--- config.mk ---
export PLATFORM = sky130hd
export DESIGN_NAME = pfd_dp
export DESIGN_NICKNAME = d
export VERILOG_FILES = /design/src/hdl/pid_filtered_derivative_controller_macros.svh /design/src/hdl/pfd_pkg.sv /design/src/hdl/pfd_mul.sv /design/src/hdl/pfd_dp.sv
export SDC_FILE = /design/constraint.sdc
export NUM_CORES = 2
export LEC_CHECK = 0
export ABC_AREA = 1
export BUFFER_PORTS_ARGS = -buffer_cell sky130_fd_sc_hd__buf_2
export CAP_MARGIN = 20
export CORE_MARGIN = 3
export CORE_UTILIZATION = 35
export CTS_BUF_LIST = sky130_fd_sc_hd__clkbuf_8
export CTS_CLUSTER_DIAMETER = 80
export DETAILED_ROUTE_END_ITERATION = 8
export GPL_TIMING_DRIVEN = 1
export SKIP_CTS_REPAIR_TIMING = 1
export SLEW_MARGIN = 20
export SYNTH_ARGS = -nofsm -noshare
export SYNTH_HDL_FRONTEND = slang
export SYNTH_SLANG_ARGS = --single-unit
--- constraint.sdc ---
create_clock -name i_clk -period 15.5 [get_ports i_clk]
set_input_delay 3.1 -clock i_clk [delete_from_list [all_inputs] [get_ports i_clk]]
set_output_delay 3.1 -clock i_clk [all_outputs]
set_load 0.01 [all_outputs]
--- src/hdl/pid_filtered_derivative_controller_macros.svh ---
// Assertion macros shared by the PID controller RTL.
// Needs nothing else; files that assert include this header by name.
`ifndef PID_FILTERED_DERIVATIVE_CONTROLLER_MACROS_SVH
`define PID_FILTERED_DERIVATIVE_CONTROLLER_MACROS_SVH

// Concurrent check on the rising clock edge, switched off while reset is low.
`define PFD_ASSERT(lbl, clk, rst_n, prop, msg) \
    lbl: assert property (@(posedge clk) disable iff (!rst_n) prop) \
        else $error(msg);

// Concurrent check on the rising clock edge that also holds during reset.
`define PFD_ASSERT_ALWAYS(lbl, clk, prop, msg) \
    lbl: assert property (@(posedge clk) prop) \
        else $error(msg);

`endif

--- src/hdl/pfd_pkg.sv ---
// Shared types and constants of the filtered-derivative PID controller.
// Used by every module of the block; depends on nothing.
`timescale 1ns / 1ps

package pfd_pkg;

    // Field and register widths.
    localparam int SAMPLE_WIDTH        = 16;
    localparam int COEF_WIDTH          = 32;
    localparam int ALPHA_WIDTH         = 18;
    localparam int ALPHA_FRAC_BITS     = 16;
    localparam int DRIVE_WIDTH         = 32;
    localparam int CFG_INDEX_WIDTH     = 3;
    localparam int CFG_DATA_WIDTH      = 32;

    // Defaults of the top-level parameters.
    localparam int DEF_ACC_WIDTH       = 48;
    localparam int DEF_COEF_FRAC_BITS  = 16;

    // Error and second difference of the error.
    localparam int ERR_WIDTH           = SAMPLE_WIDTH + 1;
    localparam int SECOND_WIDTH        = SAMPLE_WIDTH + 3;

    // Shared multiplier: wide operands are split into a 32-bit unsigned low
    // half and a signed high half that covers accumulator widths up to 64.
    localparam int SPLIT_LO_WIDTH      = 32;
    localparam int SPLIT_WIDTH         = 66;
    localparam int MUL_A_WIDTH         = COEF_WIDTH + 1;
    localparam int MUL_B_WIDTH         = SPLIT_WIDTH - SPLIT_LO_WIDTH + 1;
    localparam int MUL_P_WIDTH         = MUL_A_WIDTH + MUL_B_WIDTH;

    // Extra accumulator bits above the derivative width.
    localparam int FILTER_GUARD        = 20;

    // Configuration register indexes.
    typedef enum logic [CFG_INDEX_WIDTH-1:0] {
        CFG_ERROR_NOW   = 3'd0,
        CFG_ERROR_PREV  = 3'd1,
        CFG_DERIVATIVE  = 3'd2,
        CFG_ALPHA_ONE   = 3'd3,
        CFG_ALPHA_TWO   = 3'd4
    } t_cfg_index;

    typedef struct packed {
        logic signed [COEF_WIDTH-1:0]  coef_error_now;
        logic signed [COEF_WIDTH-1:0]  coef_error_prev;
        logic signed [COEF_WIDTH-1:0]  coef_derivative;
        logic signed [ALPHA_WIDTH-1:0] filter_alpha_one;
        logic signed [ALPHA_WIDTH-1:0] filter_alpha_two;
    } t_cfg;

    typedef struct packed {
        logic signed [SAMPLE_WIDTH-1:0] setpoint;
        logic signed [SAMPLE_WIDTH-1:0] measured;
        logic signed [DRIVE_WIDTH-1:0]  previous_drive;
    } t_in_item;

    typedef struct packed {
        logic signed [DRIVE_WIDTH-1:0] drive;
        logic                          saturated;
    } t_out_item;

    // Sequencer states, one per step of the computation.
    typedef enum logic [3:0] {
        ST_IDLE,
        ST_MUL_D,
        ST_SAT_D,
        ST_SUM_D,
        ST_FLT_LO,
        ST_FLT_HI,
        ST_FLT_END,
        ST_FLT_RND,
        ST_PRP_ERR,
        ST_PRP_FD,
        ST_RND,
        ST_OUT
    } t_state;

    // Operand pair fed to the shared multiplier.
    typedef enum logic [2:0] {
        MS_KD_SECOND,
        MS_AL2_LO,
        MS_AL2_HI,
        MS_AL1_LO,
        MS_AL1_HI,
        MS_A0_E0,
        MS_A1_E1
    } t_mul_sel;

    // Accumulator operation on the registered product.
    typedef enum logic [2:0] {
        AO_HOLD,
        AO_LOAD,
        AO_LOAD_NEG,
        AO_ADD,
        AO_ADD_HI,
        AO_SUB_HI,
        AO_ADD_FD,
        AO_ROUND
    } t_acc_op;

    // Control word from the sequencer to the datapath.
    typedef struct packed {
        t_mul_sel mul_sel;
        t_acc_op  acc_op;
        logic     load_item;
        logic     sat_d;
        logic     sum_d;
        logic     end_fd;
        logic     commit;
    } t_ctrl;

endpackage

--- src/hdl/pfd_mul.sv ---
// Shared signed multiplier with a registered product.
// Depends on pfd_pkg for the operand widths.
`timescale 1ns / 1ps

module pfd_mul (
    input  logic                                 i_clk,
    input  logic signed [pfd_pkg::MUL_A_WIDTH-1:0] i_a,
    input  logic signed [pfd_pkg::MUL_B_WIDTH-1:0] i_b,
    output logic signed [pfd_pkg::MUL_P_WIDTH-1:0] o_prod
);
    import pfd_pkg::*;

    logic signed [MUL_P_WIDTH-1:0] r_prod;

    // One product per cycle, registered before any further arithmetic.
    always_ff @(posedge i_clk) begin
        r_prod <= i_a * i_b;
    end

    assign o_prod = r_prod;

endmodule

--- src/hdl/pfd_dp.sv ---
// Datapath of the PID controller: operand selection, shared multiplier,
// accumulator, rounding, saturation and loop state. Depends on pfd_pkg, pfd_mul.
`timescale 1ns / 1ps

module pfd_dp #(
    parameter int ACC_WIDTH      = pfd_pkg::DEF_ACC_WIDTH,
    parameter int COEF_FRAC_BITS = pfd_pkg::DEF_COEF_FRAC_BITS
) (
    input  logic                                  i_clk,
    input  logic                                  i_rst_n,
    input  pfd_pkg::t_ctrl                        i_ctrl,
    input  pfd_pkg::t_cfg                         i_cfg,
    input  pfd_pkg::t_in_item                     i_item,
    output logic signed [pfd_pkg::DRIVE_WIDTH-1:0] o_drive,
    output logic                                  o_saturated
);
    import pfd_pkg::*;

    localparam int AW     = ACC_WIDTH + FILTER_GUARD;
    localparam int DSUM_W = ACC_WIDTH + 1;

    localparam logic signed [ACC_WIDTH-1:0]   ACC_MAX = {1'b0, {(ACC_WIDTH-1){1'b1}}};
    localparam logic signed [ACC_WIDTH-1:0]   ACC_MIN = {1'b1, {(ACC_WIDTH-1){1'b0}}};
    localparam logic signed [DRIVE_WIDTH-1:0] DRV_MAX = {1'b0, {(DRIVE_WIDTH-1){1'b1}}};
    localparam logic signed [DRIVE_WIDTH-1:0] DRV_MIN = {1'b1, {(DRIVE_WIDTH-1){1'b0}}};
    localparam logic signed [AW-1:0] FD_HALF =
        {{(AW-ALPHA_FRAC_BITS){1'b0}}, 1'b1, {(ALPHA_FRAC_BITS-1){1'b0}}};
    localparam logic signed [AW-1:0] DRV_HALF =
        {{(AW-COEF_FRAC_BITS){1'b0}}, 1'b1, {(COEF_FRAC_BITS-1){1'b0}}};

    // Item registers.
    logic signed [ERR_WIDTH-1:0]    r_e0;
    logic signed [SECOND_WIDTH-1:0] r_second;
    logic signed [DRIVE_WIDTH-1:0]  r_prev;

    // Loop state carried from item to item.
    logic signed [ERR_WIDTH-1:0]    r_el;
    logic signed [ERR_WIDTH-1:0]    r_ebl;
    logic signed [ACC_WIDTH-1:0]    r_dl;
    logic signed [ACC_WIDTH-1:0]    r_fdl;

    // Intermediate results of the current item.
    logic signed [ACC_WIDTH-1:0]    r_d;
    logic signed [ACC_WIDTH-1:0]    r_fd;
    logic signed [DSUM_W-1:0]       r_dsum;
    logic signed [AW-1:0]           r_acc;
    logic                           r_flag;

    logic signed [ERR_WIDTH-1:0]    e0_new;
    logic signed [SECOND_WIDTH-1:0] second_new;
    logic signed [SPLIT_WIDTH-1:0]  fdl_ext;
    logic signed [SPLIT_WIDTH-1:0]  dsum_ext;
    logic signed [MUL_A_WIDTH-1:0]  mul_a;
    logic signed [MUL_B_WIDTH-1:0]  mul_b;
    logic signed [MUL_P_WIDTH-1:0]  prod;
    logic signed [AW-1:0]           prod_ext;
    logic signed [AW-1:0]           prod_hi;

    logic signed [ACC_WIDTH-1:0]    d_trunc;
    logic                           d_fit;
    logic signed [ACC_WIDTH-1:0]    d_sat;

    logic signed [AW-1:0]           fd_round;
    logic signed [ACC_WIDTH-1:0]    fd_trunc;
    logic                           fd_fit;
    logic signed [ACC_WIDTH-1:0]    fd_sat;

    logic signed [AW-1:0]           acc_base;
    logic signed [AW-1:0]           acc_addend;
    logic                           acc_sub;
    logic signed [AW-1:0]           acc_sum;
    logic signed [AW-1:0]           n_acc;

    logic signed [AW-1:0]           drive_sum;
    logic signed [DRIVE_WIDTH-1:0]  drive_trunc;
    logic                           drive_fit;

    // Error and its second difference, formed as the item is taken in.
    assign e0_new     = ERR_WIDTH'(i_item.setpoint) - ERR_WIDTH'(i_item.measured);
    assign second_new = SECOND_WIDTH'(e0_new) - (SECOND_WIDTH'(r_el) <<< 1)
                      + SECOND_WIDTH'(r_ebl);

    // Wide operands split into an unsigned low half and a signed high half.
    assign fdl_ext  = SPLIT_WIDTH'(r_fdl);
    assign dsum_ext = SPLIT_WIDTH'(r_dsum);

    // Operand selection for the shared multiplier.
    always_comb begin
        mul_a = MUL_A_WIDTH'(i_cfg.coef_error_prev);
        mul_b = MUL_B_WIDTH'(r_el);
        unique case (i_ctrl.mul_sel)
            MS_KD_SECOND: begin
                mul_a = MUL_A_WIDTH'(i_cfg.coef_derivative);
                mul_b = MUL_B_WIDTH'(r_second);
            end
            MS_AL2_LO: begin
                mul_a = MUL_A_WIDTH'(i_cfg.filter_alpha_two);
                mul_b = $signed({{(MUL_B_WIDTH-SPLIT_LO_WIDTH){1'b0}},
                                 fdl_ext[SPLIT_LO_WIDTH-1:0]});
            end
            MS_AL2_HI: begin
                mul_a = MUL_A_WIDTH'(i_cfg.filter_alpha_two);
                mul_b = MUL_B_WIDTH'($signed(fdl_ext[SPLIT_WIDTH-1:SPLIT_LO_WIDTH]));
            end
            MS_AL1_LO: begin
                mul_a = MUL_A_WIDTH'(i_cfg.filter_alpha_one);
                mul_b = $signed({{(MUL_B_WIDTH-SPLIT_LO_WIDTH){1'b0}},
                                 dsum_ext[SPLIT_LO_WIDTH-1:0]});
            end
            MS_AL1_HI: begin
                mul_a = MUL_A_WIDTH'(i_cfg.filter_alpha_one);
                mul_b = MUL_B_WIDTH'($signed(dsum_ext[SPLIT_WIDTH-1:SPLIT_LO_WIDTH]));
            end
            MS_A0_E0: begin
                mul_a = MUL_A_WIDTH'(i_cfg.coef_error_now);
                mul_b = MUL_B_WIDTH'(r_e0);
            end
            MS_A1_E1: begin
                mul_a = MUL_A_WIDTH'(i_cfg.coef_error_prev);
                mul_b = MUL_B_WIDTH'(r_el);
            end
            default: begin
                mul_a = MUL_A_WIDTH'(i_cfg.coef_error_prev);
                mul_b = MUL_B_WIDTH'(r_el);
            end
        endcase
    end

    pfd_mul u_mul (
        .i_clk  (i_clk),
        .i_a    (mul_a),
        .i_b    (mul_b),
        .o_prod (prod)
    );

    assign prod_ext = AW'(prod);
    assign prod_hi  = AW'(prod) <<< SPLIT_LO_WIDTH;

    // Raw derivative clipped to the accumulator width.
    assign d_trunc = ACC_WIDTH'(prod);
    assign d_fit   = (MUL_P_WIDTH'(d_trunc) == prod);
    assign d_sat   = d_fit ? d_trunc : (prod[MUL_P_WIDTH-1] ? ACC_MIN : ACC_MAX);

    // Filtered derivative: round half up by the filter fraction, then clip.
    assign fd_round = (r_acc + FD_HALF) >>> ALPHA_FRAC_BITS;
    assign fd_trunc = ACC_WIDTH'(fd_round);
    assign fd_fit   = (AW'(fd_trunc) == fd_round);
    assign fd_sat   = fd_fit ? fd_trunc : (fd_round[AW-1] ? ACC_MIN : ACC_MAX);

    // Accumulator: one adder, with subtraction by inversion and carry in.
    always_comb begin
        acc_base   = r_acc;
        acc_addend = '0;
        acc_sub    = 1'b0;
        unique case (i_ctrl.acc_op)
            AO_HOLD: begin
                acc_addend = '0;
            end
            AO_LOAD: begin
                acc_base   = '0;
                acc_addend = prod_ext;
            end
            AO_LOAD_NEG: begin
                acc_base   = '0;
                acc_addend = prod_ext;
                acc_sub    = 1'b1;
            end
            AO_ADD: begin
                acc_addend = prod_ext;
            end
            AO_ADD_HI: begin
                acc_addend = prod_hi;
            end
            AO_SUB_HI: begin
                acc_addend = prod_hi;
                acc_sub    = 1'b1;
            end
            AO_ADD_FD: begin
                acc_addend = AW'(r_fd);
            end
            AO_ROUND: begin
                acc_addend = DRV_HALF;
            end
            default: begin
                acc_addend = '0;
            end
        endcase
    end

    assign acc_sum = acc_base + (acc_sub ? ~acc_addend : acc_addend)
                   + {{(AW-1){1'b0}}, acc_sub};

    always_comb begin
        priority if (i_ctrl.acc_op == AO_ROUND) begin
            n_acc = acc_sum >>> COEF_FRAC_BITS;
        end else if (i_ctrl.acc_op == AO_HOLD) begin
            n_acc = r_acc;
        end else begin
            n_acc = acc_sum;
        end
    end

    // Drive: rounded sum plus the previous drive, clipped to 32 bits.
    assign drive_sum   = r_acc + AW'(r_prev);
    assign drive_trunc = DRIVE_WIDTH'(drive_sum);
    assign drive_fit   = (AW'(drive_trunc) == drive_sum);
    assign o_drive     = drive_fit ? drive_trunc : (drive_sum[AW-1] ? DRV_MIN : DRV_MAX);
    assign o_saturated = r_flag | ~drive_fit;

    // Working registers of the current item.
    always_ff @(posedge i_clk) begin
        r_acc <= n_acc;
        if (i_ctrl.load_item) begin
            r_e0     <= e0_new;
            r_second <= second_new;
            r_prev   <= i_item.previous_drive;
        end
        if (i_ctrl.sat_d) begin
            r_d <= d_sat;
        end
        if (i_ctrl.sum_d) begin
            r_dsum <= DSUM_W'(r_d) + DSUM_W'(r_dl);
        end
        if (i_ctrl.end_fd) begin
            r_fd <= fd_sat;
        end
    end

    // Clip flag and loop state; the state moves on when the result is handed over.
    always_ff @(posedge i_clk) begin
        if (!i_rst_n) begin
            r_flag <= 1'b0;
            r_el   <= '0;
            r_ebl  <= '0;
            r_dl   <= '0;
            r_fdl  <= '0;
        end else begin
            if (i_ctrl.load_item) begin
                r_flag <= 1'b0;
            end else if (i_ctrl.sat_d) begin
                r_flag <= r_flag | ~d_fit;
            end else if (i_ctrl.end_fd) begin
                r_flag <= r_flag | ~fd_fit;
            end
            if (i_ctrl.commit) begin
                r_ebl <= r_el;
                r_el  <= r_e0;
                r_dl  <= r_d;
                r_fdl <= r_fd;
            end
        end
    end

endmodule

== Word level (Yosys, flattened, before mapping) ==
Index checks and enable logic that the tools add are counted.

* Bits in registers: 480
* Output and inout port bits: 33

* Add/sub/neg operators: 8
* Multiply operators: 1
* Equal/unequal tests: 16
* Mux-type cells: 16
* Bitwise gates (word level): 8
* Reduce and logical (&&, ||, !) cells: 10

{| class="wikitable"
|+ Operators by type and width
! kind !! number
|-
| 68-bit case mux with 5 select lines || 1
|-
| 68-bit two-way mux || 4
|-
| 35-bit case mux with 6 select lines || 1
|-
| 48-bit two-way mux || 4
|-
| 33-bit case mux with 4 select lines || 1
|-
| 68-bit by 1-bit adder with 68-bit output || 1
|-
| 68-bit by 17-bit adder with 68-bit output, second input constant || 1
|-
| 68-bit by 32-bit adder with 68-bit output || 1
|-
| 68-bit adder || 1
|-
| 33-bit by 35-bit multiplier with 68-bit output || 1
|-
| 68-bit NOT || 1
|-
| 32-bit two-way mux || 2
|-
| 48-bit by 48-bit adder with 49-bit output || 1
|-
| 1-bit by 36-bit equality test with 1-bit output || 1
|-
| 1-bit by 20-bit equality test with 1-bit output || 1
|-
| 19-bit by 17-bit adder with 19-bit output || 1
|-
| 17-bit by 18-bit subtractor with 19-bit output || 1
|-
| 3-bit equality test, second input constant || 6
|-
| 16-bit by 16-bit subtractor with 17-bit output || 1
|-
| 3-bit by 2-bit equality test with 1-bit output, second input constant || 4
|-
| 2-bit OR reduction || 6
|-
| 3-bit by 1-bit equality test with 1-bit output, second input constant || 2
|-
| 3-bit logical NOT || 2
|-
| 1-bit by 4-bit equality test with 1-bit output || 1
|-
| 6 further kinds || 13
|}

== Longest topological paths before layout ==
* Depth in word-level cells: 9
* Mapped depth: 43

== Cells and area by module ==
From an unflattened synthesis, not the netlist that was laid out.

* Cells, all modules: 11146
* Area, all modules: 80996.4 um2

{| class="wikitable"
|+ By module, submodules not included
! module !! times used !! cells each !! area each (um2) !! sequential area each (um2)
|-
| pfd_mul || 1 || 5772 || 45011.9 || 1361.3
|-
| pfd_dp || 1 || 5374 || 35984.5 || 11060.6
|}

== Worst setup path before layout ==
No wires, ideal clock.

* Path type: input to register
* Start: input i_ctrl[8] (netlist bit)
* End: register u_mul.r_prod[66], in the netlist u_mul.o_prod[66]
* Library setup time: 0.072 ns
* Arrival time: 11.433 ns
* Required time: 15.428 ns
* Path slack: 3.996 ns
* Stages: 35
* Path through: inv_2 or2_1 nor2_1 nor2_1 clkinv_1 buf_2 nand2_1 nand4_1 or2_2 inv_1 buf_2 buf_2 nor2_1 fa_1 fa_1 fa_1 inv_1 fa_1 inv_1 fa_1 fa_1 fa_1 fa_1 ha_1 nand2_1 nor2_1 inv_1 nor3_1 nand3_1 nor4_1 nand2_1 o211ai_1 nand3_1 o211ai_1 xor2_1

* Longest elaborated chain between the ends: 4
* Elaborated cells on any way between the ends: 11

{| class="wikitable"
|+ RTL lines
! what !! line !! text
|-
| start, declared || pfd_dp.sv:11 || <nowiki>input pfd_pkg::t_ctrl i_ctrl,</nowiki>
|-
| 3-bit equality test, or another cell as far along || pfd_dp.sv:91 || <nowiki>unique case (i_ctrl.mul_sel)</nowiki>
|-
| 2-bit OR reduction (no source line) || -- ||
|-
| 33-bit case mux with 4 select lines || pfd_dp.sv:91 ||
|-
| 33-bit by 35-bit multiplier with 68-bit output * || pfd_mul.sv:17 || <nowiki>r_prod <= i_a * i_b;</nowiki>
|-
| end signal, assigned || pfd_mul.sv:17 ||
|-
| end, declared || pfd_mul.sv:13 || <nowiki>logic signed [MUL_P_WIDTH-1:0] r_prod;</nowiki>
|}

Every way passes the cells marked *; elsewhere a longest branch is shown, timed or not.
A chain may end at the register's enable or synchronous reset.

== Final worst setup path ==
Same ends and word-level chain as after synthesis.

==> metrics.csv <==
metric,value,unit
Post-Synthesis Cells,10100,
Final Critical Period,13190,ps
Final Cycle Share,85.1,%
crit-path most repeated cell,fa_1,
via count,68400,
GR Overflow Total,0,
asr flop ratio synth,0,%
grt met1 use,37.2,%
largest net degree at the start of global routing,110,
Slew @ Worst Pin,1120,ps
Synth Net Count,11900,
flop2flop setup slack,5260,ps
"Slew Viols, Final",0,
CTS tree,done,
grt met3 use,4.92,%
synthesized area,76800,sq um
IO buf count,241,
register area share after synthesis,16.2,%
die width,474,um
H-tree lvl count,3,
core area,218000,sq um
"EDFF count, synth",281,
Max stage delay on crit path,900,ps
number of global-route vias before repair,68700,
crit path capture type,flop,
Num CTS Buffers,86,
Crit-path slowest cell,inv_1,
clk_skew,64.6,ps
RSZ-0062 raised after global routing,no,
reg2reg start,r_fdl[47],
relative slew slack,25.0,%
Multi-input gate area,54700,sq um
f_max,75.8,MHz
antenna violations before repair,16,
Critical Path AT,13870,ps
Crit path required time,16180,ps
area growth from synthesis to layout,7.97,%
final hold viol count,0,
CTS max path bufs,3,
HPWL Detailed,254,mm
Fillers,22900,
share of layout cells above drive strength 1,5.87,%
routed wire length,303,mm
hold path depth,2,
Hold Crit Class,reg2reg,
CP startpoint kind,primary input,
hold path start,r_fdl[39],
Routed wire per std cell,23.1,um
met2 GRT Util,42.4,%
prevailing post-synth register cell,edfxtp_1,
First DRT Iteration DRCs,7082,
GRT Overall Usage,26.8,%
Setup CP Type,in2reg,
Yosys top cell area share,30.8,%
largest area contributor in the netlist,fa_1,
Detail Route Antenna Nets,0,
Clock Pin Slew Worst Setup and Hold Paths,60,ps
Critical Path Source,i_ctrl[8],
Syn Area/Cell,7.61,sq um
RePlAce Congestion,0.985,
# rows,171,
final setup fails,0,
chip height,474,um
busiest layer in global routing,met2,
root cell of the clock tree,clkbuf_8,
"Distinct cells, synth",69,
# IOs,242,
yosys warns,0,
status,"finished, final reports clean",
Fin Setup TNS,0,ps
R2R cell count,32,
initial core utilization,35.3,%
vias per inst,5.20,
Die ar.,225000,sq um
Final #Nets,12000,
Seq cells post-synth,480,
Area contributors post-synth,"fa_1, edfxtp_1, inv_1",
Hold Crit Endpoint,r_fdl[39],
number of max-cap violations,0,
register area,12400,sq um
Reg-to-Reg End,u_mul.o_prod[66],
drc violations,0,
1st-pass router iterations,7,
worst skew pair latency,800,ps
CTS Sinks,480,
crit-path max FO,33,
first-pass GRT wire length,451,mm
==> sequential cells by signal (all words and copies together), names as in the netlist <==
| signal | cells |
|---|---|
| r_flag | 1 |
| r_el | 17 |
| r_acc | 68 |
| r_fdl | 48 |
| r_ebl | 17 |
| r_dl | 48 |
| r_prev | 32 |
| r_second | 19 |
| r_d | 48 |
| r_e0 | 17 |
| r_fd | 48 |
| r_dsum | 49 |
| u_mul.o_prod | 68 |
==> placed cells by master (no fill, tap or decap), drive strengths merged, types with 73 or more instances in the layout <==
master	instances
dfxtp	199
inv	2243
nand2	2177
edfxtp	281
nand3	269
a21oi	454
nor2	1243
buf	343
o21ai	439
xnor2	80
nand4	75
clkbuf	99
a31oi	73
ha	436
xor2	253
fa	1181
==> layer usage <==
layer  routed length, um  part of all wire [%]  vias up
li1                    -                     -    31000
met1              131000                    43    34000
met2              136000                    45     2922
met3               26000                   8.6      496
met4               10500                   3.5        2
met5                  63                 0.021        -
==> kinds of logic after synthesis <==
family / share of synthesized area (%)
DFF: 16.2
xor gates and xnor gates: 3.81
and+or+nand+nor: 20.8
AOI/OAI and AO/OA: 8.57
muxes: 0.0652
adders and majority gates: 37.9
buffers and inverters: 12.7
==> area by class of cell <==
| cell class | count | share of cell area, % |
|---|---|---|
| diodes | 14 | 0.0422 |
| well taps | 2854 | 4.31 |
| clock inverters | 58 | 0.525 |
| multi-input cells | 7075 | 66.0 |
| clock buffers | 99 | 1.64 |
| flip-flops and latches | 480 | 15.0 |
| inverters | 2226 | 10.1 |
| repair buffers | 343 | 2.45 |
==> per-stage QoR <==
| stage | utilization (%) | instances | hold WS (ps) | cell area [sq um] | setup slack [ps] |
|---|---|---|---|---|---|
| after floorplan | - | 10100 | 429 | 76800 | 4000 |
| after global placement | 37.2 | 13000 | 446 | 81000 | 1940 |
| after detailed placement | 37.3 | 13000 | 451 | 81100 | 1740 |
| after CTS | 38.1 | 13100 | 461 | 82900 | 2500 |
| after global routing | 38.1 | 13100 | 476 | 82900 | 1880 |
| final | 38.1 | 13100 | 461 | 82900 | 2310 |
==> worst max path at each step <==
stage | endpoint | slack, ps | depth (start not counted)
floorplan | u_mul.o_prod[66] | 4000 | 35
global placement | u_mul.o_prod[66] | 1940 | 34
detailed placement | u_mul.o_prod[66] | 1740 | 34
CTS | u_mul.o_prod[66] | 2500 | 34
global route | u_mul.o_prod[66] | 1880 | 35
finish | u_mul.o_prod[66] | 2310 | 34
==> worst max-delay path, delay by kind of cell <==
kind / cells / cell delay (ps)
fa+ha+maj: 9 / 5050
compound gates: 2 / 280
xor+xnor: 1 / 160
buf+inv: 8 / 2580
simple gates: 14 / 2650
==> cells in the mapped netlist, types with 80 or more instances <==
master and number:
xor2_1 252, nand2_1 2164, fa_1 1181, nor2_1 1229, nand3_1 261, edfxtp_1 281, a21oi_1 451, ha_1 436
o21ai_0 430, dfxtp_1 199, inv_1 2177, clkbuf_1 217, xnor2_1 80
Power is left out: the tool's default activity adds up to more than one toggle a clock period on the data nets, which glitch-free logic cannot reach.
