===== src/hdl/pid_filtered_derivative_controller_macros.svh =====
// Assertion macros shared by the PID controller RTL.
// Needs nothing else; files that assert include this header by name.
`ifndef PID_FILTERED_DERIVATIVE_CONTROLLER_MACROS_SVH
`define PID_FILTERED_DERIVATIVE_CONTROLLER_MACROS_SVH

// Concurrent check on the rising clock edge, switched off while reset is low.
`define PFD_ASSERT(lbl, clk, rst_n, prop, msg) \
    lbl: assert property (@(posedge clk) disable iff (!rst_n) prop) \
        else $error(msg);

// Concurrent check on the rising clock edge that also holds during reset.
`define PFD_ASSERT_ALWAYS(lbl, clk, prop, msg) \
    lbl: assert property (@(posedge clk) prop) \
        else $error(msg);

`endif


===== src/hdl/pfd_pkg.sv =====
// Shared types and constants of the filtered-derivative PID controller.
// Used by every module of the block; depends on nothing.
`timescale 1ns / 1ps

package pfd_pkg;

    // Field and register widths.
    localparam int SAMPLE_WIDTH        = 16;
    localparam int COEF_WIDTH          = 32;
    localparam int ALPHA_WIDTH         = 18;
    localparam int ALPHA_FRAC_BITS     = 16;
    localparam int DRIVE_WIDTH         = 32;
    localparam int CFG_INDEX_WIDTH     = 3;
    localparam int CFG_DATA_WIDTH      = 32;

    // Defaults of the top-level parameters.
    localparam int DEF_ACC_WIDTH       = 48;
    localparam int DEF_COEF_FRAC_BITS  = 16;

    // Error and second difference of the error.
    localparam int ERR_WIDTH           = SAMPLE_WIDTH + 1;
    localparam int SECOND_WIDTH        = SAMPLE_WIDTH + 3;

    // Shared multiplier: wide operands are split into a 32-bit unsigned low
    // half and a signed high half that covers accumulator widths up to 64.
    localparam int SPLIT_LO_WIDTH      = 32;
    localparam int SPLIT_WIDTH         = 66;
    localparam int MUL_A_WIDTH         = COEF_WIDTH + 1;
    localparam int MUL_B_WIDTH         = SPLIT_WIDTH - SPLIT_LO_WIDTH + 1;
    localparam int MUL_P_WIDTH         = MUL_A_WIDTH + MUL_B_WIDTH;

    // Extra accumulator bits above the derivative width.
    localparam int FILTER_GUARD        = 20;

    // Configuration register indexes.
    typedef enum logic [CFG_INDEX_WIDTH-1:0] {
        CFG_ERROR_NOW   = 3'd0,
        CFG_ERROR_PREV  = 3'd1,
        CFG_DERIVATIVE  = 3'd2,
        CFG_ALPHA_ONE   = 3'd3,
        CFG_ALPHA_TWO   = 3'd4
    } t_cfg_index;

    typedef struct packed {
        logic signed [COEF_WIDTH-1:0]  coef_error_now;
        logic signed [COEF_WIDTH-1:0]  coef_error_prev;
        logic signed [COEF_WIDTH-1:0]  coef_derivative;
        logic signed [ALPHA_WIDTH-1:0] filter_alpha_one;
        logic signed [ALPHA_WIDTH-1:0] filter_alpha_two;
    } t_cfg;

    typedef struct packed {
        logic signed [SAMPLE_WIDTH-1:0] setpoint;
        logic signed [SAMPLE_WIDTH-1:0] measured;
        logic signed [DRIVE_WIDTH-1:0]  previous_drive;
    } t_in_item;

    typedef struct packed {
        logic signed [DRIVE_WIDTH-1:0] drive;
        logic                          saturated;
    } t_out_item;

    // Sequencer states, one per step of the computation.
    typedef enum logic [3:0] {
        ST_IDLE,
        ST_MUL_D,
        ST_SAT_D,
        ST_SUM_D,
        ST_FLT_LO,
        ST_FLT_HI,
        ST_FLT_END,
        ST_FLT_RND,
        ST_PRP_ERR,
        ST_PRP_FD,
        ST_RND,
        ST_OUT
    } t_state;

    // Operand pair fed to the shared multiplier.
    typedef enum logic [2:0] {
        MS_KD_SECOND,
        MS_AL2_LO,
        MS_AL2_HI,
        MS_AL1_LO,
        MS_AL1_HI,
        MS_A0_E0,
        MS_A1_E1
    } t_mul_sel;

    // Accumulator operation on the registered product.
    typedef enum logic [2:0] {
        AO_HOLD,
        AO_LOAD,
        AO_LOAD_NEG,
        AO_ADD,
        AO_ADD_HI,
        AO_SUB_HI,
        AO_ADD_FD,
        AO_ROUND
    } t_acc_op;

    // Control word from the sequencer to the datapath.
    typedef struct packed {
        t_mul_sel mul_sel;
        t_acc_op  acc_op;
        logic     load_item;
        logic     sat_d;
        logic     sum_d;
        logic     end_fd;
        logic     commit;
    } t_ctrl;

endpackage


===== src/hdl/pfd_seq.sv =====
// Step sequencer of the PID controller: walks one item through the shared
// multiplier and accumulator. Depends on pfd_pkg and the assertion macros.
`timescale 1ns / 1ps
`include "pid_filtered_derivative_controller_macros.svh"

module pfd_seq (
    input  logic           i_clk,
    input  logic           i_rst_n,
    input  logic           i_in_valid,
    input  logic           i_out_free,
    output logic           o_in_stall,
    output pfd_pkg::t_ctrl o_ctrl
);
    import pfd_pkg::*;

    t_state r_state;
    t_state n_state;

    // State register.
    always_ff @(posedge i_clk) begin
        if (!i_rst_n) begin
            r_state <= ST_IDLE;
        end else begin
            r_state <= n_state;
        end
    end

    // Next state: a fixed walk through the steps, waiting only at both ends.
    always_comb begin
        n_state = r_state;
        unique case (r_state)
            ST_IDLE:    if (i_in_valid) n_state = ST_MUL_D;
            ST_MUL_D:   n_state = ST_SAT_D;
            ST_SAT_D:   n_state = ST_SUM_D;
            ST_SUM_D:   n_state = ST_FLT_LO;
            ST_FLT_LO:  n_state = ST_FLT_HI;
            ST_FLT_HI:  n_state = ST_FLT_END;
            ST_FLT_END: n_state = ST_FLT_RND;
            ST_FLT_RND: n_state = ST_PRP_ERR;
            ST_PRP_ERR: n_state = ST_PRP_FD;
            ST_PRP_FD:  n_state = ST_RND;
            ST_RND:     n_state = ST_OUT;
            ST_OUT:     if (i_out_free) n_state = ST_IDLE;
            default:    n_state = ST_IDLE;
        endcase
    end

    // Control outputs. From ST_MUL_D to ST_FLT_RND each step issues one product;
    // each step from ST_SAT_D to ST_PRP_ERR consumes the product of the step before.
    always_comb begin
        o_ctrl.mul_sel   = MS_A1_E1;
        o_ctrl.acc_op    = AO_HOLD;
        o_ctrl.load_item = 1'b0;
        o_ctrl.sat_d     = 1'b0;
        o_ctrl.sum_d     = 1'b0;
        o_ctrl.end_fd    = 1'b0;
        o_ctrl.commit    = 1'b0;
        o_in_stall       = (r_state != ST_IDLE);
        unique case (r_state)
            ST_IDLE: begin
                o_ctrl.load_item = i_in_valid;
            end
            ST_MUL_D: begin
                o_ctrl.mul_sel = MS_KD_SECOND;
            end
            ST_SAT_D: begin
                o_ctrl.sat_d   = 1'b1;
                o_ctrl.mul_sel = MS_AL2_LO;
            end
            ST_SUM_D: begin
                o_ctrl.sum_d   = 1'b1;
                o_ctrl.acc_op  = AO_LOAD_NEG;
                o_ctrl.mul_sel = MS_AL2_HI;
            end
            ST_FLT_LO: begin
                o_ctrl.acc_op  = AO_SUB_HI;
                o_ctrl.mul_sel = MS_AL1_LO;
            end
            ST_FLT_HI: begin
                o_ctrl.acc_op  = AO_ADD;
                o_ctrl.mul_sel = MS_AL1_HI;
            end
            ST_FLT_END: begin
                o_ctrl.acc_op  = AO_ADD_HI;
                o_ctrl.mul_sel = MS_A0_E0;
            end
            ST_FLT_RND: begin
                o_ctrl.end_fd  = 1'b1;
                o_ctrl.acc_op  = AO_LOAD;
                o_ctrl.mul_sel = MS_A1_E1;
            end
            ST_PRP_ERR: begin
                o_ctrl.acc_op = AO_ADD;
            end
            ST_PRP_FD: begin
                o_ctrl.acc_op = AO_ADD_FD;
            end
            ST_RND: begin
                o_ctrl.acc_op = AO_ROUND;
            end
            ST_OUT: begin
                o_ctrl.commit = i_out_free;
            end
            default: begin
                o_ctrl.acc_op = AO_HOLD;
            end
        endcase
    end

    // An accepted item always starts with the derivative product.
    `PFD_ASSERT(a_accept_starts, i_clk, i_rst_n, (r_state == ST_IDLE && i_in_valid) |=> (r_state == ST_MUL_D), "accepted item did not start the sequence")
    // A finished result waits while the output register is still occupied.
    `PFD_ASSERT(a_out_waits, i_clk, i_rst_n, (r_state == ST_OUT && !i_out_free) |=> (r_state == ST_OUT), "result left before the output register was free")
    // Reset always brings the sequencer back to idle.
    `PFD_ASSERT_ALWAYS(a_reset_idle, i_clk, !i_rst_n |=> (r_state == ST_IDLE), "sequencer not idle after reset")

endmodule


===== config.mk =====
export PLATFORM = sky130hd
export DESIGN_NAME = pfd_seq
export DESIGN_NICKNAME = d
export VERILOG_FILES = /design/src/hdl/pfd_pkg.sv /design/src/hdl/pfd_seq.sv
export VERILOG_INCLUDE_DIRS = /design/src /design/src/hdl
export SDC_FILE = /design/constraint.sdc
export NUM_CORES = 1
export LEC_CHECK = 0
export ABC_AREA = 0
export ABC_CLOCK_PERIOD_IN_PS = 2800
export BUFFER_PORTS_ARGS = -buffer_cell sky130_fd_sc_hd__buf_2
export CAP_MARGIN = 5
export CORE_MARGIN = 8
export CORE_UTILIZATION = 25
export CTS_CLUSTER_SIZE = 10
export DETAILED_ROUTE_END_ITERATION = 8
export HOLD_SLACK_MARGIN = 0.02
export PLACE_DENSITY = 0.59
export SLEW_MARGIN = 20
export SYNTH_ARGS = -nofsm -noshare
export SYNTH_HDL_FRONTEND = slang
export SYNTH_SLANG_ARGS = --single-unit

===== constraint.sdc =====
create_clock -name i_clk -period 2.8 [get_ports i_clk]
set_input_delay 0.14 -clock i_clk [delete_from_list [all_inputs] [get_ports i_clk]]
set_output_delay 0.14 -clock i_clk [all_outputs]
set_load 0.05 [all_outputs]

# ---- Word level (Yosys, flattened, before mapping)
# Cells that the tools add are included.
dict set report totals {
  regBits 4
  inputBits 4
  out_inout_bits 12
  wordCells 28
}
dict set report classes {
  n_eq_ne 13
  mux 10
  reduce_logical 4
}
# cell count
set ops {}
lappend ops {{case mux 4 bit (12 select lines)} 1}
lappend ops {{case mux 3 bit (7 select lines)} 1}
lappend ops {{case mux 3 bit (6 select lines)} 1}
lappend ops {{== test 4 x 3 -> 1 bit (second input constant)} 4}
lappend ops {{== test 4 bit (second input constant)} 4}
lappend ops {{== test 4 x 2 -> 1 bit (second input constant)} 2}
lappend ops {{2-to-1 mux 4 bit} 2}
lappend ops {{2-to-1 mux 1 bit} 5}
lappend ops {{== test 4 x 1 -> 1 bit (second input constant)} 1}
lappend ops {{logical NOT 4 bit} 1}
lappend ops {{inequality test 2 bit (second input constant)} 2}
lappend ops {{nonzero test 4 bit} 1}
lappend ops {{AND reduction 2 bit} 1}
lappend ops {{OR reduction 2 bit} 1}

# ---- Longest topological paths before layout
# Gate-level depths: netlist (run 1).
dict set report depth {
  word_depth 3
  depth_mapped 4
  ltp_nobuf 3
}

# ---- Least setup slack after synthesis (run 1)
# OpenSTA, ideal clock, no wires.
dict set report synth_path {
  path_type {register -> output}
  startpoint {reg r_state[2]}
  endpoint {out o_ctrl[3] (netlist name)}
  arrival_ps 2052
  required_ps 2660
  slack_ps 608
  path_stages_with_launch 3
  n_path_buf 1
  cell_sequence {dfxtp_1 buf_2 nor4_1}
}
# element line_no
set synth_rtl {}
lappend synth_rtl {{start, declared} pfd_seq.sv:16} ;# t_state r_state;
lappend synth_rtl {{start signal, assigned} pfd_seq.sv:24} ;# r_state <= n_state;
lappend synth_rtl {{end, declared} pfd_seq.sv:12} ;# output pfd_pkg::t_ctrl o_ctrl

==> flow_metrics.env, run 1 <==
export IMPL_status="finished clean"
export IMPL_cts_buffers=3
export IMPL_core_um2=1334
export IMPL_yosysTopAreaCell="dfxtp_1"
export IMPL_max_stage_delay_ps=600
export IMPL_drt_wl_total_um=935
export IMPL_ys_top_cells_by_area="dfxtp_1 22%, nand2b_1 8.7%, nor3_1 5.5%"
export IMPL_rr_startpoint="r_state[2]"
export IMPL_hold_viol_final=0
export IMPL_cts_sinks=4
export IMPL_syn_nets=56
export IMPL_leakagePower_nw=0.2245
export IMPL_crit_slowest_cell="or4_4"
export IMPL_grt_overflow_total=0
export IMPL_antenna_found_initial=0
export IMPL_ys_seq_area_share_pct=22.15
export IMPL_rows=13
export IMPL_maxSlewViolCount=0
export IMPL_place_gp_congestion=0.7258
export IMPL_synth_main_ff_cell="dfxtp_1"
export IMPL_hp_class="input port to flip-flop"
export IMPL_tns_ps=0
export IMPL_p_total_w=0.0004449
export IMPL_num_vias=375
export IMPL_whs_endpoint="r_state[3]"
export IMPL_drive_gt1_share_pct=31.82
export IMPL_crit_path_max_fanout=14
export IMPL_die_y_um=54.03
export IMPL_worstHoldPathCells=3
export IMPL_final_antenna_net_count=0
export IMPL_cts_resized=0
export IMPL_top_register="r_state"
export IMPL_stdcell_area_um2=451.7
export IMPL_crit_type="flip-flop to primary output"
export IMPL_ff2ff_setup_slack_ps=1460
export IMPL_dp_cells=78
export IMPL_fin_crit_sh_pct=63.25
export IMPL_cp_arrival_ps=1630
export IMPL_synth_area_um2=361.6
export IMPL_fillCellCount=144
export IMPL_cts_root_buf="clkbuf_4"
export IMPL_tightestPinTransition_ps=460.8
export IMPL_syn_inst=52
export IMPL_vdd_drop_max_uv=282.4
export IMPL_synth_edff_count=0
export IMPL_ys_seq_elements=4
export IMPL_hold_buffers=0
export IMPL_cp_required_ps=2660
export IMPL_grt_pass1_vias=290
export IMPL_max_slew_margin_rel_pct=69.23
export IMPL_crit_family="simple AND/OR/NAND/NOR gates"
export IMPL_cts_htree_levels=1
export IMPL_ys_types=25
export IMPL_grt_setup_unrepaired="no"
export IMPL_grt_pass1_wl_um=1255
export IMPL_avgSynthCellArea_um2=6.954
export IMPL_ioPinCount=16
export IMPL_drt_pass1_iter_count=4
export IMPL_crit_buf_inv=1
export IMPL_syn2layout_area_growth_pct=24.91
export IMPL_largest_register_ffs=4
export IMPL_fin_crit_ps=1771
export IMPL_top_regs="r_state (4)"
export IMPL_hp_start="i_rst_n"
export IMPL_antennaDiodeCount=0
export IMPL_avgRoutedWirePerCell_um=11.54
export IMPL_cts_path_max_buffers=2
export IMPL_grtUsageTotal_pct=5.960
export IMPL_setup_viol=0
export IMPL_portBuffers=15
export IMPL_drc=0
export IMPL_initial_core_util_pct=27.11
export IMPL_clock_skew_ps=1.070
export IMPL_die_width_um=54.03
export IMPL_finalNetCount=72
export IMPL_final_cell_count_no_fill=81
export IMPL_die_area_um2=2919
export IMPL_ys_top_cells_by_count="5 x inv_1, 5 x nand2b_1, 5 x nor2_1"
export IMPL_crit_path_start_kind="flip-flop"
export IMPL_rr_worst_depth=3
export IMPL_avgViaCountPerCell=4.630
export IMPL_r2r_end="r_state[3]"
export IMPL_grt_max_degree=16
export IMPL_crit_chain="or4_4, nor2_1, buf_2"
export IMPL_utilization_pct=33.86
export IMPL_placed_cell_area_um2=429.2
export IMPL_post_cts_buffers=0
export IMPL_drv_cap=0
export IMPL_end_kind="primary output"
export IMPL_dp_hpwl_um=714.9
export IMPL_synth_top_cell_area_share_pct=22.15
export IMPL_path_clk_slew_ps=40
export IMPL_async_flop_share_pct=0
export IMPL_yosys_warnings=0
export IMPL_pwr_density_cell_nw_per_um2=985.0
export IMPL_cts_tree="yes"
export IMPL_drtIter0Drc=2
export IMPL_clk_latency_ps=230
export IMPL_fmax_mhz=564.6
how the worst max path moves through the flow:
stage,from,end,slack (ps),depth (start not counted)
floorplan,r_state[2],o_ctrl[3],610,2
global placement,r_state[2],o_ctrl[4],1290,3
detailed placement,r_state[2],o_ctrl[4],1270,3
CTS,r_state[2],o_ctrl[4],1010,3
global route,r_state[2],o_ctrl[4],970,3
finish,r_state[2],o_ctrl[4],1030,3
cell type report:
cell class                      count  area, um2  share of cell area (%)
Sequential cell                     4      80.08                   17.73
Tap cell                           15      18.77                   4.155
Inverter                            5      18.77                   4.155
Multi-Input combinational cell     39      236.5                   52.35
Clock buffer                        3      22.52                   4.986
Timing Repair Buffer               15      75.07                   16.62
layer usage:
metal / share of wire, % / routed length [um] / track usage [%] / vias up
met5: 0 / 0 / 0 / -
met4: 0 / 0 / 4.918 / 0
met3: 13 / 119 / 3.306 / 0
met2: 40 / 371 / 7.915 / 15
met1: 47 / 444 / 6.769 / 156
li1: - / - / - / 204
where the power goes:
part / switching, W / internal, W
registers: 0.0000313 / 0.0000680
logic: 0.000199 / 0.0000786
clock network: 0.0000205 / 0.0000477
stage by stage:
| stage | worst slack, ps | hold WS, ps |
|---|---|---|
| 5_1_grt | 973.1 | 157.0 |
| 6_report | 1029 | 163.2 |
| 3_5_place_dp | 1269 | 406.1 |
| 2_1_floorplan | 608.2 | 251.0 |
| 3_3_place_gp | 1292 | 407.5 |
| 4_1_cts | 1013 | 158.0 |
worst reg2reg max path, cell delays in order (launching register included):
cell and delay, ps:
dfxtp_1 440, or4_4 610, o21ai_2 120, a31oi_1 50
cell usage in the layout, fill, tap and decap left out:
cell type,Yosys,final
buf_2,3,15
nor2b_1,1,1
inv_1,5,5
o21ai_2,1,1
or3_1,1,1
o22ai_1,2,2
clkbuf_4,0,3
nor4_1,1,1
or2b_1,1,1
o21ai_0,2,2
a22o_1,1,1
xnor2_1,1,1
nor3_1,4,4
dfxtp_1,4,4
nor3b_1,1,1
or2_0,1,1
nor2_1,5,5
a21oi_1,3,3
or4_4,1,1
xor2_1,2,2
o21a_1,1,1
and2b_2,1,1
nand2_1,3,3
a31oi_1,1,1
nand2b_1,5,5
logic make-up after synthesis:
kind of cell    Yosys count  synth area share [%]
compound gates           11                 19.03
xor+xnor                  3                 7.268
buf+inv                   9                 12.46
flops                     4                 22.15
simple gates             25                 39.11
No activity file was read; power rests on OpenSTA's default activity.
==> inputs of run 2 (changes only) <==
- ABC_AREA: 0 -> 1
- ABC_CLOCK_PERIOD_IN_PS: 2800 -> 1800
- CORE_AREA: not set -> 8 8 45 47
- CORE_MARGIN: 8 -> not set
- CORE_UTILIZATION: 25 -> not set
- DIE_AREA: not set -> 0 0 53 55
- PLACE_DENSITY: 0.59 -> 0.57
- clock period: 2.8 -> 1.8 ns (I/O delays scaled with it)
==> run 2 against run 1 <==
Against the previous run:
- utilization fell by 3.2 points
- first-iteration DRC count rose to 2.5 times the previous value
- via count rose by 1.9%
- clock skew rose by 0.65 ps
- sequential share of layout area rose by 1.2 points
- area after synthesis fell by 15%
- worst hold slack got worse by 40 ps
- final cell count rose by 11%
- sequential power rose by 8%
- global-route usage rose by 0.38 points
==> flow_metrics.env, run 2 <==
export IMPL_leakagePower_nw=0.2691
export IMPL_initial_core_util_pct=22.15
export IMPL_clk_latency_ps=230
export IMPL_place_gp_congestion=0.7645
export IMPL_crit_buf_inv=3
export IMPL_cts_htree_levels=1
export IMPL_synth_compound_area_share_pct=12.65
export IMPL_grt_pass1_vias=365
export IMPL_tightestPinTransition_ps=252.2
export IMPL_grt_overflow_total=0
export IMPL_cts_tree="yes"
export IMPL_synth_xor_area_share_pct=0
export IMPL_mostFrequentLayoutCells="15 x buf_2, 14 x nand2_1, 12 x inv_1"
export IMPL_fin_crit_sh_pct=83.11
export IMPL_maxSlewViolCount=0
export IMPL_crit_family="flip-flops"
export IMPL_post_cts_buffers=0
export IMPL_cts_root_buf="clkbuf_4"
export IMPL_drive_gt1_share_pct=32.43
export IMPL_drv_cap=0
export IMPL_avgViaCountPerCell=4.244
export IMPL_cts_buffers=3
export IMPL_hold_buffers=0
export IMPL_holdWs_ps=123.5
export IMPL_hold_viol_final=0
export IMPL_drt_pass1_iter_count=4
export IMPL_tns_ps=0
export IMPL_end_kind="primary output"
export IMPL_yosysMostFrequentCell="nand2_1"
export IMPL_synth_top_cell_area_share_pct=26.12
export IMPL_synthAdderAreaFrac_pct=0
export IMPL_hp_class="input port to flip-flop"
export IMPL_crit_chain="inv_2, nor2_1, inv_1, nand2_2, nand2_1, nand3_1, buf_2"
export IMPL_crit_type="flip-flop to primary output"
export IMPL_grt_max_degree=6
export IMPL_die_width_um=53
export IMPL_synth_area_um2=306.5
export IMPL_yosys_warnings=0
export IMPL_grt_setup_unrepaired="no"
export IMPL_drc=0
export IMPL_cts_sinks=4
export IMPL_setup_viol=0
export IMPL_async_flop_share_pct=0
export IMPL_avgSynthCellArea_um2=5.474
export IMPL_crit_path_max_fanout=5
export IMPL_antenna_found_initial=0
export IMPL_synth_top_family_by_area="simple AND/OR/NAND/NOR gates"
export IMPL_portBuffers=15
export IMPL_largest_register_ffs=4
export IMPL_synth_edff_count=0
export IMPL_rows=14
export IMPL_max_stage_delay_ps=410
export IMPL_drt_wl_total_um=808
export IMPL_fillCellCount=164
export IMPL_status="finished clean"
export IMPL_final_antenna_net_count=0
export IMPL_crit_slowest_cell="dfxtp_1"
export IMPL_dp_slack_ps=540.8
export IMPL_top_regs="r_state (4)"
export IMPL_yosysTopAreaCell="dfxtp_1"
export IMPL_syn_inst=56
export IMPL_timing_final_ws_setup_ps=304.0
export IMPL_antennaDiodeCount=0
export IMPL_max_slew_margin_rel_pct=83.13
export IMPL_ys_seq_elements=4
export IMPL_path_clk_slew_ps=40
export IMPL_dp_cells=87
export IMPL_ioPinCount=16
export IMPL_ys_top_cells_by_count="14 x nand2_1, 12 x inv_1, 9 x nor2_1"
export IMPL_grtUsageTotal_pct=6.342
export IMPL_avgRoutedWirePerCell_um=8.978
export IMPL_grt_pass1_wl_um=1352
export IMPL_die_area_um2=2915
export IMPL_final_common_cell="buf_2"
export IMPL_synth_simple_gate_area_share_pct=44.08
export IMPL_synth_main_ff_cell="dfxtp_1"
export IMPL_fin_crit_ps=1496
export IMPL_cts_resized=0
export IMPL_synthMuxAreaShare_pct=0
export IMPL_die_y_um=55
export IMPL_ys_top_cells_by_area="dfxtp_1 26%, nand2_1 17%, inv_1 15%"
export IMPL_cp_arrival_ps=1410
export IMPL_drtIter0Drc=5
export IMPL_ys_seq_area_share_pct=26.12
export IMPL_fmax_mhz=668.5
export IMPL_final_cell_count_no_fill=90
export IMPL_clock_skew_ps=1.725
export IMPL_num_vias=382
export IMPL_crit_path_start_kind="flip-flop"
export IMPL_cp_required_ps=1710
export IMPL_core_um2=1384
export IMPL_vdd_drop_max_uv=332.8
export IMPL_ys_types=14
export IMPL_pwr_density_cell_nw_per_um2=1021
export IMPL_syn_nets=60
export IMPL_syn2layout_area_growth_pct=38.37
export IMPL_finalNetCount=80
export IMPL_top_register="r_state"
export IMPL_cts_path_max_buffers=2
export IMPL_dp_hpwl_um=706.5
-- run 2: where the power goes --
part	internal, W	switching (W)
combinational	0.0000469	0.000171
clock	0.0000744	0.0000342
sequential	0.0000969	0.00000987
total	0.000218	0.000215
-- run 2: cell type report --
| type | instances | area, um2 | share of cell area [%] |
|---|---|---|---|
| Inverter | 14 | 52.55 | 12.39 |
| Tap cell | 16 | 20.02 | 4.720 |
| Timing Repair Buffer | 15 | 75.07 | 17.70 |
| Sequential cell | 4 | 80.08 | 18.88 |
| Multi-Input combinational cell | 38 | 173.9 | 41.00 |
| Clock buffer | 3 | 22.52 | 5.310 |
-- run 2: final timing paths --
kind	slack (ps)	cells past startpoint	startpoint	endpoint
worst max-delay path	300	7	r_state[0]	o_ctrl[6]
worst max register to register	800	5	r_state[2]	r_state[2]
worst min-delay path	120	3	i_rst_n	r_state[2]
worst min register to register	570	3	r_state[3]	r_state[1]
-- run 2: tightest hold or removal path, delay by kind of cell --
family / cells / cell delay (ps)
AND/OR/NAND/NOR: 1 / 90
buffers and inverters: 2 / 130
-- run 2: cells by family (layout without fill, tap and decap cells) --
logic type / count (synthesis) / after routing
flip-flops: 4 / 4
AO/OA/AOI/OAI: 7 / 7
AND/OR/NAND/NOR: 31 / 31
buffers and inverters: 14 / 32
-- run 2: stage by stage --
step | instance area, um2 | utilization [%] | power [W]
floorplan | 306.5 | - | 0.0002827
global placement | 401.6 | 29.02 | 0.0003286
detailed placement | 401.6 | 29.02 | 0.0003280
CTS | 424.2 | 30.65 | 0.0004412
global route | 424.2 | 30.65 | 0.0004592
finish | 424.2 | 30.65 | 0.0004332
-- run 2: per-layer routing --
metal | track usage, % | routed length, um
met3 | 2.406 | 61
met1 | 6.393 | 346
met4 | 6.466 | 21
met5 | 0 | 0
met2 | 9.766 | 378
==> inputs of run 3 (changes only) <==
- ABC_CLOCK_PERIOD_IN_PS: 1800 -> 1200
- PLACE_DENSITY: 0.57 -> 0.59
- clock period: 1.8 -> 1.2 ns (I/O delays scaled with it)
==> run 3 against run 2 <==
Against the previous run:
- the run now ends with negative setup slack left
- combinational power grew to 2.6 times the previous value
- worst setup slack got worse by 400 ps
- cell area rose by 88%
- flip-flop and latch count stayed put
- clock power grew 50%
- count of clock-buffer cells in the layout unchanged
- utilization increased by 27 points
- highest routed layer is now met3
- largest power group unchanged
- worst hold slack worse by 33 ps
- critical path type unchanged
- final cell count is 18% higher
- register-to-register slack worse by 830 ps
==> flow_metrics.env, run 3 (synthesized netlist as in run 2, its figures left out) <==
export IMPL_status="finished, violations left"
export IMPL_violations="negative setup slack"
export IMPL_rows=14
export IMPL_largest_register_ffs=4
export IMPL_cts_root_buf="clkbuf_4"
export IMPL_dp_slack_ps=-34.06
export IMPL_r2r_end="r_state[2]"
export IMPL_grt_overflow_total=0
export IMPL_fin_crit_ps=1296
export IMPL_grt_setup_unrepaired="yes"
export IMPL_dp_hpwl_um=779.2
export IMPL_ff2ff_setup_slack_ps=-30
export IMPL_hold_viol_final=0
export IMPL_grt_pass1_wl_um=1697
export IMPL_crit_path_start_kind="flip-flop"
export IMPL_num_vias=470
export IMPL_core_um2=1384
export IMPL_p_total_w=0.0009045
export IMPL_drc=0
export IMPL_avgViaCountPerCell=4.434
export IMPL_die_y_um=55
export IMPL_drt_wl_total_um=1152
export IMPL_syn2layout_area_growth_pct=160.0
export IMPL_max_stage_delay_ps=400
export IMPL_use_met2_pct=14.45
export IMPL_cts_buffers=3
export IMPL_pwr_density_cell_nw_per_um2=1135
export IMPL_drive_gt1_share_pct=80.00
export IMPL_holdWs_ps=90.33
export IMPL_leakagePower_nw=0.4096
export IMPL_crit_buf_inv=3
export IMPL_fmax_mhz=771.5
export IMPL_utilization_pct=57.59
export IMPL_path_clk_slew_ps=40
export IMPL_max_slew_margin_rel_pct=83.48
export IMPL_drv_cap=0
export IMPL_whs_endpoint="r_state[2]"
export IMPL_worstHoldPathCells=3
export IMPL_antennaDiodeCount=0
export IMPL_cts_tree="yes"
export IMPL_grt_max_degree=6
export IMPL_antenna_found_initial=0
export IMPL_top_regs="r_state (4)"
export IMPL_rr_startpoint="r_state[0]"
export IMPL_cts_htree_levels=1
export IMPL_initial_core_util_pct=22.15
export IMPL_final_antenna_net_count=0
export IMPL_drt_pass1_iter_count=4
export IMPL_rr_worst_depth=9
export IMPL_clock_skew_ps=0.6459
export IMPL_die_width_um=53
export IMPL_portBuffers=15
export IMPL_drtIter0Drc=2
export IMPL_cts_sinks=4
export IMPL_clk_latency_ps=230
export IMPL_grtUsageTotal_pct=7.755
export IMPL_tightestPinTransition_ps=249.5
export IMPL_cp_arrival_ps=1240
export IMPL_maxSlewViolCount=0
export IMPL_crit_family="flip-flops"
export IMPL_grt_busiest_layer="met2"
export IMPL_crit_slowest_cell="dfxtp_4"
export IMPL_place_gp_congestion=0.7959
export IMPL_crit_path_max_fanout=5
export IMPL_ioPinCount=16
export IMPL_avgRoutedWirePerCell_um=10.87
export IMPL_grt_pass1_vias=439
export IMPL_fin_crit_sh_pct=108.0
export IMPL_die_area_um2=2915
export IMPL_cp_required_ps=1140
export IMPL_mostFrequentLayoutCells="14 x buf_4, 8 x buf_6"
export IMPL_hp_class="input port to flip-flop"
export IMPL_final_common_cell="buf_4"
export IMPL_vdd_drop_max_uv=620.3
export IMPL_crit_chain="inv_4, nor2_4, inv_2, nand2_4, nand2_4, nand2_2, nand2_2, buf_8"
export IMPL_finalNetCount=96
export IMPL_end_kind="primary output"
export IMPL_cts_path_max_buffers=2
export IMPL_gr_usage_met1_pct=8.042
export IMPL_grt_met3_usage_pct=1.604
export IMPL_crit_type="flip-flop to primary output"
export IMPL_hp_start="i_rst_n"
export IMPL_setup_viol=10
export IMPL_timing_final_ws_setup_ps=-96.18
export IMPL_top_register="r_state"
export IMPL_hold_buffers=0
==> run 3: worst register-to-register path: cells and delay by family, from the launching register on <==
family	cells	cell delay [ps]
and+or+nand+nor	3	210
DFF	1	400
buffers and inverters	5	490
AOI/OAI and AO/OA	1	60
==> run 3: how the worst max path moves through the flow <==
stage / from / endpoint / slack [ps] / cells after the start
after floorplan: r_state[1] / o_ctrl[8] / -200 / 4
after global placement: r_state[0] / o_ctrl[6] / -10 / 7
after detailed placement: r_state[0] / o_ctrl[6] / -30 / 7
after CTS: r_state[0] / o_ctrl[10] / -90 / 8
after global routing: r_state[0] / o_ctrl[10] / -160 / 8
final: r_state[0] / o_ctrl[10] / -100 / 8
==> run 3: power by group <==
| group | internal (W) | leakage (nW) | switching, W | total [W] |
|---|---|---|---|---|
| registers | 0.000145 | 0.0356 | 0.0000302 | 0.000175 |
| logic | 0.000227 | 0.360 | 0.000338 | 0.000565 |
| clock network | 0.000112 | 0.0138 | 0.0000527 | 0.000164 |
| total | 0.000484 | 0.410 | 0.000421 | 0.000905 |
==> run 3: layout make-up <==
cell class	count	area, um2
clock buffer	3	22.52
tap	16	20.02
fill	119	586.8
timing repair buffer	31	290.3
sequential	4	95.09
inverter	14	65.06
multi-input combinational	38	304.0
==> run 3: repair_timing <==
action | 4_1_cts | 5_1_grt
pin swaps | 8 | 9
setup endpoints to repair | 12 | 13
resized for setup | 50 | 27
gates cloned | 0 | 0
buffers inserted | 4 | 4
==> run 3: per-layer routing <==
layer | vias to the layer above | share of wire (%)
li1 | 246 | -
met1 | 215 | 37
met2 | 9 | 58
met3 | 0 | 4.9
met4 | 0 | 0
met5 | - | 0
==> run 3: stage by stage <==
step / setup TNS, ps / instances / instance area (um2)
finish: -659.4 / 106 / 797.0
CTS: -575.3 / 102 / 679.4
detailed placement: -42.37 / 95 / 495.5
global placement: -10.08 / 95 / 495.5
global route: -1217 / 106 / 797.0
floorplan: -562.4 / 56 / 340.3
